===== src/rtl/tgad_pkg.sv =====
// Shared types, constants and status codes of the TGA truecolour stream decoder.
package tgad_pkg;

	localparam int HEADER_BYTES = 18;
	localparam int DIM_BITS_DEF = 16;
	localparam int QUEUE_DEPTH  = 4;
	localparam int CFG_IDX_BITS = 2;

	localparam logic [CFG_IDX_BITS-1:0] REG_MAX_WIDTH  = 2'd0;
	localparam logic [CFG_IDX_BITS-1:0] REG_MAX_HEIGHT = 2'd1;

	localparam logic [2:0] ST_OK    = 3'd0;
	localparam logic [2:0] ST_SHORT = 3'd1;
	localparam logic [2:0] ST_TYPE  = 3'd2;
	localparam logic [2:0] ST_CMAP  = 3'd3;
	localparam logic [2:0] ST_SIZE  = 3'd4;
	localparam logic [2:0] ST_DEPTH = 3'd5;
	localparam logic [2:0] ST_TRUNC = 3'd6;

	localparam logic KIND_PIXEL  = 1'b0;
	localparam logic KIND_STATUS = 1'b1;

	typedef struct packed {
		logic [7:0] data_byte;
		logic       end_of_file;
	} tgad_in_t;

	typedef struct packed {
		logic        result_kind;
		logic [7:0]  red;
		logic [7:0]  green;
		logic [7:0]  blue;
		logic [15:0] pixel_row;
		logic [15:0] pixel_col;
		logic [2:0]  status_code;
		logic        last_result;
	} tgad_out_t;

	typedef struct packed {
		logic        pix_valid;
		logic [7:0]  red;
		logic [7:0]  green;
		logic [7:0]  blue;
		logic [15:0] row;
		logic [15:0] col;
		logic        stat_valid;
		logic [2:0]  status;
	} tgad_entry_t;

	typedef struct packed {
		logic full;
		logic nempty;
	} tgad_qstat_t;

endpackage


===== src/rtl/tga_truecolor_stream_decoder_top.sv =====
// Top level of the TGA truecolour stream decoder.
// Takes one file byte per transfer and accepts a byte in every cycle while the
// four-entry command queue has room; each byte is parsed combinationally by the
// front end. The back end delivers one result per cycle while out_stall is low,
// from its output register, so a byte that both completes a pixel and ends the
// file yields two results, which the queue absorbs. Pixel results follow the
// file as it arrives; on the final byte a status result with last_result set
// closes the file, after which the decoder is ready for the next file at once.
module tga_truecolor_stream_decoder_top #(
	parameter int DIM_BITS = tgad_pkg::DIM_BITS_DEF
) (
	input  logic                              clk,
	input  logic                              arst_n,
	input  logic                              in_valid,
	output logic                              in_stall,
	input  tgad_pkg::tgad_in_t                in_data,
	output logic                              out_valid,
	input  logic                              out_stall,
	output tgad_pkg::tgad_out_t               out_data,
	input  logic                              cfg_en,
	input  logic [tgad_pkg::CFG_IDX_BITS-1:0] cfg_index,
	input  logic [15:0]                       cfg_data
);
	import tgad_pkg::*;

	logic        accept;
	logic        push;
	logic        pop;
	tgad_entry_t wr_entry;
	tgad_entry_t head;
	tgad_qstat_t qstat;

	assign in_stall = qstat.full;
	assign accept   = in_valid && !in_stall;

	tgad_front #(
		.DIM_BITS(DIM_BITS)
	) u_front (
		.clk      (clk),
		.arst_n   (arst_n),
		.accept   (accept),
		.in_data  (in_data),
		.cfg_en   (cfg_en),
		.cfg_index(cfg_index),
		.cfg_data (cfg_data),
		.push     (push),
		.entry    (wr_entry)
	);

	tgad_queue u_queue (
		.clk     (clk),
		.arst_n  (arst_n),
		.push    (push),
		.wr_entry(wr_entry),
		.pop     (pop),
		.head    (head),
		.qstat   (qstat)
	);

	tgad_back u_back (
		.clk      (clk),
		.arst_n   (arst_n),
		.head     (head),
		.qstat    (qstat),
		.pop      (pop),
		.out_stall(out_stall),
		.out_valid(out_valid),
		.out_data (out_data)
	);

endmodule


===== src/rtl/tgad_front.sv =====
// Front end: header parser, pixel assembler and position counters.
module tgad_front #(
	parameter int DIM_BITS = tgad_pkg::DIM_BITS_DEF
) (
	input  logic                                   clk,
	input  logic                                   arst_n,
	input  logic                                   accept,
	input  tgad_pkg::tgad_in_t                     in_data,
	input  logic                                   cfg_en,
	input  logic [tgad_pkg::CFG_IDX_BITS-1:0]      cfg_index,
	input  logic [15:0]                            cfg_data,
	output logic                                   push,
	output tgad_pkg::tgad_entry_t                  entry
);
	import tgad_pkg::*;

	typedef enum logic [4:0] {
		PH_HEADER = 5'b00001,
		PH_ID     = 5'b00010,
		PH_PIXELS = 5'b00100,
		PH_DONE   = 5'b01000,
		PH_FAULT  = 5'b10000
	} phase_t;

	localparam logic [4:0] HB_ID_LEN = 5'd0;
	localparam logic [4:0] HB_CMAP   = 5'd1;
	localparam logic [4:0] HB_TYPE   = 5'd2;
	localparam logic [4:0] HB_W_LO   = 5'd12;
	localparam logic [4:0] HB_W_HI   = 5'd13;
	localparam logic [4:0] HB_H_LO   = 5'd14;
	localparam logic [4:0] HB_H_HI   = 5'd15;
	localparam logic [4:0] HB_DEPTH  = 5'd16;
	localparam logic [4:0] HB_LAST   = 5'(HEADER_BYTES - 1);
	localparam logic [7:0] IMG_TRUECOLOR = 8'd2;
	localparam logic [7:0] DEPTH_24 = 8'd24;
	localparam logic [7:0] DEPTH_32 = 8'd32;

	phase_t              phase_q, phase_n;
	logic [4:0]          hidx_q, hidx_n;
	logic [7:0]          id_left_q, id_left_n;
	logic [7:0]          type_q, type_n;
	logic [7:0]          cmap_q, cmap_n;
	logic [15:0]         width_q, width_n;
	logic [15:0]         height_q, height_n;
	logic                four_q, four_n;
	logic                origin_q, origin_n;
	logic [1:0]          pbi_q, pbi_n;
	logic [7:0]          blue_q, blue_n;
	logic [7:0]          green_q, green_n;
	logic [DIM_BITS-1:0] col_q, col_n;
	logic [DIM_BITS-1:0] row_q, row_n;
	logic [DIM_BITS-1:0] rows_q, rows_n;
	logic [2:0]          err_q, err_n;
	logic [15:0]         max_w_q, max_h_q;

	logic [7:0]          b;
	logic                eof;
	logic [DIM_BITS-1:0] h_last;
	logic [DIM_BITS-1:0] col_inc, rows_inc;
	logic [1:0]          last_idx;
	logic [2:0]          status;

	function automatic logic dim_ok(input logic [15:0] d, input logic [15:0] lim);
		logic [15:0] hi;
		hi = d >> DIM_BITS;
		return (d != 16'd0) && (d <= lim) && (hi == 16'd0);
	endfunction

	assign b        = in_data.data_byte;
	assign eof      = in_data.end_of_file;
	assign h_last   = height_q[DIM_BITS-1:0] - 1'b1;
	assign col_inc  = col_q + 1'b1;
	assign rows_inc = rows_q + 1'b1;
	assign last_idx = four_q ? 2'd3 : 2'd2;

	always_comb begin
		phase_n   = phase_q;
		hidx_n    = hidx_q;
		id_left_n = id_left_q;
		type_n    = type_q;
		cmap_n    = cmap_q;
		width_n   = width_q;
		height_n  = height_q;
		four_n    = four_q;
		origin_n  = origin_q;
		pbi_n     = pbi_q;
		blue_n    = blue_q;
		green_n   = green_q;
		col_n     = col_q;
		row_n     = row_q;
		rows_n    = rows_q;
		err_n     = err_q;
		status    = ST_OK;
		entry     = '0;
		unique case (phase_q)
			PH_HEADER: begin
				unique case (hidx_q)
					HB_ID_LEN: id_left_n = b;
					HB_CMAP:   cmap_n = b;
					HB_TYPE:   type_n = b;
					HB_W_LO:   width_n = {8'd0, b};
					HB_W_HI:   width_n = {b, width_q[7:0]};
					HB_H_LO:   height_n = {8'd0, b};
					HB_H_HI:   height_n = {b, height_q[7:0]};
					HB_DEPTH: begin
						four_n = (b == DEPTH_32);
						priority if (type_q != IMG_TRUECOLOR) err_n = ST_TYPE;
						else if (cmap_q != 8'd0) err_n = ST_CMAP;
						else if (!dim_ok(width_q, max_w_q) || !dim_ok(height_q, max_h_q))
							err_n = ST_SIZE;
						else if (b != DEPTH_24 && b != DEPTH_32) err_n = ST_DEPTH;
						else err_n = ST_OK;
					end
					HB_LAST:   origin_n = b[5];
					default:   ;
				endcase
				if (hidx_q == HB_LAST) begin
					hidx_n = '0;
					priority if (err_q != ST_OK) phase_n = PH_FAULT;
					else if (id_left_q != 8'd0) phase_n = PH_ID;
					else begin
						phase_n = PH_PIXELS;
						row_n   = b[5] ? '0 : h_last;
					end
					status = (err_q != ST_OK) ? err_q : ST_TRUNC;
				end else begin
					hidx_n = hidx_q + 1'b1;
					status = ST_SHORT;
				end
			end
			PH_ID: begin
				id_left_n = id_left_q - 1'b1;
				if (id_left_q == 8'd1) begin
					phase_n = PH_PIXELS;
					row_n   = origin_q ? '0 : h_last;
				end
				status = ST_TRUNC;
			end
			PH_PIXELS: begin
				unique case (pbi_q)
					2'd0: blue_n = b;
					2'd1: green_n = b;
					2'd2: begin
						entry.pix_valid = 1'b1;
						entry.red       = b;
						entry.green     = green_q;
						entry.blue      = blue_q;
						entry.row       = 16'(row_q);
						entry.col       = 16'(col_q);
					end
					default: ;
				endcase
				if (pbi_q >= last_idx) begin
					pbi_n = '0;
					col_n = col_inc;
					if (16'(col_inc) >= width_q) begin
						col_n  = '0;
						rows_n = rows_inc;
						if (16'(rows_inc) >= height_q) phase_n = PH_DONE;
						else row_n = origin_q ? rows_inc : (h_last - rows_inc);
					end
				end else begin
					pbi_n = pbi_q + 1'b1;
				end
				status = (phase_n == PH_DONE) ? ST_OK : ST_TRUNC;
			end
			PH_DONE:  status = ST_OK;
			PH_FAULT: status = err_q;
			default:  status = err_q;
		endcase
		entry.stat_valid = eof;
		entry.status     = status;
		if (eof) begin
			phase_n = PH_HEADER;
			hidx_n  = '0;
			pbi_n   = '0;
			col_n   = '0;
			rows_n  = '0;
			err_n   = ST_OK;
		end
	end

	assign push = accept && (entry.pix_valid || entry.stat_valid);

	always_ff @(posedge clk or negedge arst_n) begin
		if (!arst_n) begin
			phase_q <= PH_HEADER;
			hidx_q  <= '0;
			pbi_q   <= '0;
			col_q   <= '0;
			rows_q  <= '0;
			err_q   <= ST_OK;
			max_w_q <= 16'hFFFF;
			max_h_q <= 16'hFFFF;
		end else begin
			if (accept) begin
				phase_q <= phase_n;
				hidx_q  <= hidx_n;
				pbi_q   <= pbi_n;
				col_q   <= col_n;
				rows_q  <= rows_n;
				err_q   <= err_n;
			end
			if (cfg_en && cfg_index == REG_MAX_WIDTH) max_w_q <= cfg_data;
			if (cfg_en && cfg_index == REG_MAX_HEIGHT) max_h_q <= cfg_data;
		end
	end

	always_ff @(posedge clk) begin
		if (accept) begin
			id_left_q <= id_left_n;
			type_q    <= type_n;
			cmap_q    <= cmap_n;
			width_q   <= width_n;
			height_q  <= height_n;
			four_q    <= four_n;
			origin_q  <= origin_n;
			blue_q    <= blue_n;
			green_q   <= green_n;
			row_q     <= row_n;
		end
	end

endmodule


===== src/rtl/tgad_queue.sv =====
// Short command queue between the front end and the back end.
module tgad_queue (
	input  logic                  clk,
	input  logic                  arst_n,
	input  logic                  push,
	input  tgad_pkg::tgad_entry_t wr_entry,
	input  logic                  pop,
	output tgad_pkg::tgad_entry_t head,
	output tgad_pkg::tgad_qstat_t qstat
);
	import tgad_pkg::*;

	localparam int PTR_BITS = $clog2(QUEUE_DEPTH);
	localparam int CNT_BITS = $clog2(QUEUE_DEPTH + 1);

	tgad_entry_t         mem_q [QUEUE_DEPTH];
	logic [PTR_BITS-1:0] wr_ptr_q, rd_ptr_q;
	logic [CNT_BITS-1:0] count_q;

	assign head         = mem_q[rd_ptr_q];
	assign qstat.full   = (count_q == CNT_BITS'(QUEUE_DEPTH));
	assign qstat.nempty = (count_q != '0);

	always_ff @(posedge clk or negedge arst_n) begin
		if (!arst_n) begin
			wr_ptr_q <= '0;
			rd_ptr_q <= '0;
			count_q  <= '0;
		end else begin
			if (push) wr_ptr_q <= (wr_ptr_q == PTR_BITS'(QUEUE_DEPTH - 1)) ? '0 : wr_ptr_q + 1'b1;
			if (pop) rd_ptr_q <= (rd_ptr_q == PTR_BITS'(QUEUE_DEPTH - 1)) ? '0 : rd_ptr_q + 1'b1;
			if (push && !pop) count_q <= count_q + 1'b1;
			else if (pop && !push) count_q <= count_q - 1'b1;
		end
	end

	always_ff @(posedge clk) begin
		if (push) mem_q[wr_ptr_q] <= wr_entry;
	end

endmodule


===== src/rtl/tgad_back.sv =====
// Back end: expands queued commands into pixel and status results.
module tgad_back (
	input  logic                  clk,
	input  logic                  arst_n,
	input  tgad_pkg::tgad_entry_t head,
	input  tgad_pkg::tgad_qstat_t qstat,
	output logic                  pop,
	input  logic                  out_stall,
	output logic                  out_valid,
	output tgad_pkg::tgad_out_t   out_data
);
	import tgad_pkg::*;

	logic      out_valid_q;
	tgad_out_t out_q;
	logic      pix_done_q;
	logic      load;
	logic      take_pix;
	tgad_out_t res;

	assign load     = !out_valid_q || !out_stall;
	assign take_pix = head.pix_valid && !pix_done_q;
	assign pop      = load && qstat.nempty && (!take_pix || !head.stat_valid);

	always_comb begin
		res = '0;
		if (take_pix) begin
			res.result_kind = KIND_PIXEL;
			res.red         = head.red;
			res.green       = head.green;
			res.blue        = head.blue;
			res.pixel_row   = head.row;
			res.pixel_col   = head.col;
		end else begin
			res.result_kind = KIND_STATUS;
			res.status_code = head.status;
			res.last_result = 1'b1;
		end
	end

	always_ff @(posedge clk or negedge arst_n) begin
		if (!arst_n) begin
			out_valid_q <= 1'b0;
			pix_done_q  <= 1'b0;
		end else if (load) begin
			out_valid_q <= qstat.nempty;
			if (qstat.nempty) pix_done_q <= take_pix && head.stat_valid;
		end
	end

	always_ff @(posedge clk) begin
		if (load && qstat.nempty) out_q <= res;
	end

	assign out_valid = out_valid_q;
	assign out_data  = out_q;

endmodule


===== config.mk =====
export PLATFORM = sky130hd
export DESIGN_NAME = tga_truecolor_stream_decoder_top
export DESIGN_NICKNAME = d
export VERILOG_FILES = /design/src/rtl/tgad_pkg.sv /design/src/rtl/tga_truecolor_stream_decoder_top.sv /design/src/rtl/tgad_front.sv /design/src/rtl/tgad_queue.sv /design/src/rtl/tgad_back.sv
export SDC_FILE = /design/constraint.sdc
export NUM_CORES = 1
export LEC_CHECK = 0
export CELL_PAD_IN_SITES_DETAIL_PLACEMENT = 1
export CELL_PAD_IN_SITES_GLOBAL_PLACEMENT = 1
export CORE_MARGIN = 2
export CORE_UTILIZATION = 30
export CTS_CLUSTER_SIZE = 14
export DETAILED_ROUTE_END_ITERATION = 8
export DONT_BUFFER_PORTS = 1
export PLACE_DENSITY_LB_ADDON = 0.1
export SLEW_MARGIN = 30
export SYNTH_ARGS = -nofsm -noshare
export SYNTH_HDL_FRONTEND = slang
export SYNTH_SLANG_ARGS = --single-unit

===== constraint.sdc =====
create_clock -name clk -period 7.7 [get_ports clk]
set_input_delay 1.155 -clock clk [delete_from_list [all_inputs] [get_ports clk]]
set_output_delay 1.155 -clock clk [all_outputs]
set_load 0.05 [all_outputs]

==> out/metrics.cfg <==
[status]
status=finished, violations left
violations=DRC

[grt]
antenna_found_initial=4
grt_max_degree=89
track_usage_pct=15.18
grt-ovfl-total=0
grt_pass1_vias=13970
grt_pass1_wl_um=88620

[power]
leakage_nw=9.579
power_density_mw_per_mm2=314.7
ir_drop_v=0.0001829
power_w=0.007937

[routing]
routedWlPerCell_um=21.85
wl_met2_um=27610
drtPass1Iterations=7
via_per_inst=4.879
routed.top_layer=met4
wl_met3_um=1964
wirelength_um=57220
drt-initial-drc-count=642
drc=5
vias=12780
postRouteAntennaNets=0
met1_length_um=26590

[sta]
clock_skew_ns=0.03665
whs_ns=0.2350
worst_pin_slew_ns=0.9622
finalHoldViolations=0
rsz0062_at_grt=false
fmax_mhz=236.4
drv_slew=0
post-route-period-util_pct=54.93
fin_tns_setup_ns=0
setup-violations-final=0
slew_headroom_pct=35.78
finalWorstPathRequiredPeriod_ns=4.229

[floorplanning]
core_mm2=0.07308
dieArea_mm2=0.07622
start_util_pct=30.39
top_level_ports=95
die_h_um=276.1
rows=99
die_w_um=276.1

[cells_and_area]
layout_commonest_cell=edfxtp_1
finalNetCount=1748
area_delta_synth_final_pct=13.55
fillers=7597
num_antenna_cells=0
final_layout_size_suffix_gt1_share_pct=14.64
final_cell_mix=edfxtp_1, inv_1, nand2_1, ha_1, and3_1

[synthesis]
async_reset_ff_share_pct=18.26
yosysTopAreaCell=edfxtp_1
syn-num-nets=1734
synth.avg_cell_area_um2=13.87
synth_area_mm2=0.02221
ys_types=76
synthCells=1601
ys.flop_type=edfxtp_1
synth_top_area_share_pct=53.27
synth_area_leaders=edfxtp_1, dfrtp_1, mux4_2
ys_seq_elements=482
yosysSeqAreaShare_pct=63.37
yosys_warnings=0
synth_edf_count=394

[clock_network]
cts-htree-levels=2
cts_tree=built
cts_hold_buf=0
clk_pin_slew_ns=0.06
cts_made_buffers=57
clock-root-buffer=clkbuf_16
cts_resized=0
clk_latency_ns=0.63
cts_sinks=482
cts_setup_buffers=0
clockBufferDepth=3

[worst_setup_path]
crit_arrival_ns=4.51
worstSetupPathType=register to register
critPathCaptureType=register
reg2reg_depth=16
crit_fanout=16
startpoint_type=register
required_ns=7.98

[worst_hold_path]
hold_path_class=input port to async pin

[placement]
dpl.hpwl_um=36690
routabilityCongestion=0.7477
port-buffer-count=0

[flow_run]
cap_violations=0

-- where the power goes --
| group | internal, W | leakage, nW | switching, W |
|---|---|---|---|
| logic | 0.000535 | 3.85 | 0.000692 |
| registers | 0.00330 | 4.82 | 0.000704 |
| clock network | 0.00159 | 0.909 | 0.00111 |
-- layout make-up --
class | instances | area [µm²] | share of cell area, %
clock buffer | 73 | 1518 | 6.018
clock inverter | 31 | 357.8 | 1.419
inverter | 106 | 397.9 | 1.578
multi-input combinational | 953 | 7530 | 29.86
sequential | 482 | 14080 | 55.83
tap | 959 | 1200 | 4.758
timing repair buffer | 15 | 135.1 | 0.5358
-- cells by family (layout without fill, tap and decap cells) --
logic type / Yosys count / in the layout / synth area share [%]
AND/OR/NAND/NOR: 493 / 493 / 12.17
XOR/XNOR: 60 / 60 / 2.366
multiplexers: 85 / 85 / 7.380
flip-flops: 482 / 482 / 63.37
AO/OA/AOI/OAI: 214 / 214 / 6.045
buffers and inverters: 166 / 225 / 2.907
adder cells (fa/ha/maj): 101 / 101 / 5.758
-- state kept, by name (all words and copies together), names as in the netlist, 2 cells and up --
name / cells
u_front.blue_q: 8
u_front.width_q: 16
u_front.hidx_q: 5
u_front.err_q: 3
u_front.rows_q: 16
u_front.type_q: 8
u_front.phase_q: 5
u_front.max_h_q: 16
u_back.out_data: 60
u_front.col_q: 16
u_front.id_left_q: 8
u_front.cmap_q: 8
u_front.max_w_q: 16
u_front.row_q: 16
u_front.pbi_q: 2
u_queue.rd_ptr_q: 2
u_queue.wr_ptr_q: 2
u_front.height_q: 16
u_queue.count_q: 3
u_front.green_q: 8
u_queue.mem_q: 244
-- path summary, 6_finish.rpt --
check                              startpoint            endpoint  slack, ns
setup / recovery            u_front.rows_q[0]    u_front.row_q[1]       3.47
setup reg to reg            u_front.rows_q[0]    u_front.row_q[1]       3.47
min in group clk           u_queue.count_q[2]  u_queue.count_q[2]       0.49
max in group asynchronous              arst_n  u_front.phase_q[0]       7.19
hold reg to reg            u_queue.count_q[2]  u_queue.count_q[2]       0.49
hold / removal                         arst_n   u_front.hidx_q[4]       0.24
-- synthesized netlist by cell type, types with 16 or more instances --
cell type,count
edfxtp_1,394
inv_1,106
dfrtp_1,55
o21ai_1,22
ha_1,99
nor2_1,61
mux2_2,19
nand2_1,99
nand3_1,29
xnor2_1,45
nand4_1,16
nor3_1,17
clkbuf_1,47
nor2b_1,82
mux4_2,61
dfstp_2,33
nand2b_1,32
a21oi_1,45
and3_1,87
o21ai_0,60
and2_1,29
a21o_1,25
-- layer usage --
| layer | global-route usage, % | vias to the layer above |
|---|---|---|
| met5 | 0 | - |
| met4 | 3.839 | 0 |
| met3 | 2.501 | 73 |
| met2 | 25.71 | 179 |
| met1 | 20.26 | 6563 |
| li1 | - | 5964 |
-- worst max-delay path: stages (launching register included) --
cell and delay [ns]:
dfrtp_1 0.43, ha_1 0.28, and3_1 0.18, and3_1 0.20, and3_1 0.21, and3_1 0.22, nor2b_1 0.15, or2_2 0.31
ha_1 0.30, a21o_1 0.17, a21oi_1 0.14, nor2b_1 0.06, o31ai_1 0.18, a21oi_1 0.09, a211o_1 0.34, nor2_1 0.12
o221a_2 0.49
-- through the flow --
step                      setup slack, ns  cells  utilization [%]  area, µm²
final                               3.471   2619            34.51      25220
after CTS                           3.408   2619            34.51      25220
after global placement              3.451   2514            31.89      23310
after floorplan                     1.706   1601                -      22210
after global routing                3.125   2619            34.51      25220
after detailed placement            3.416   2515            31.94      23340
Power figures use the tool's default switching activity.
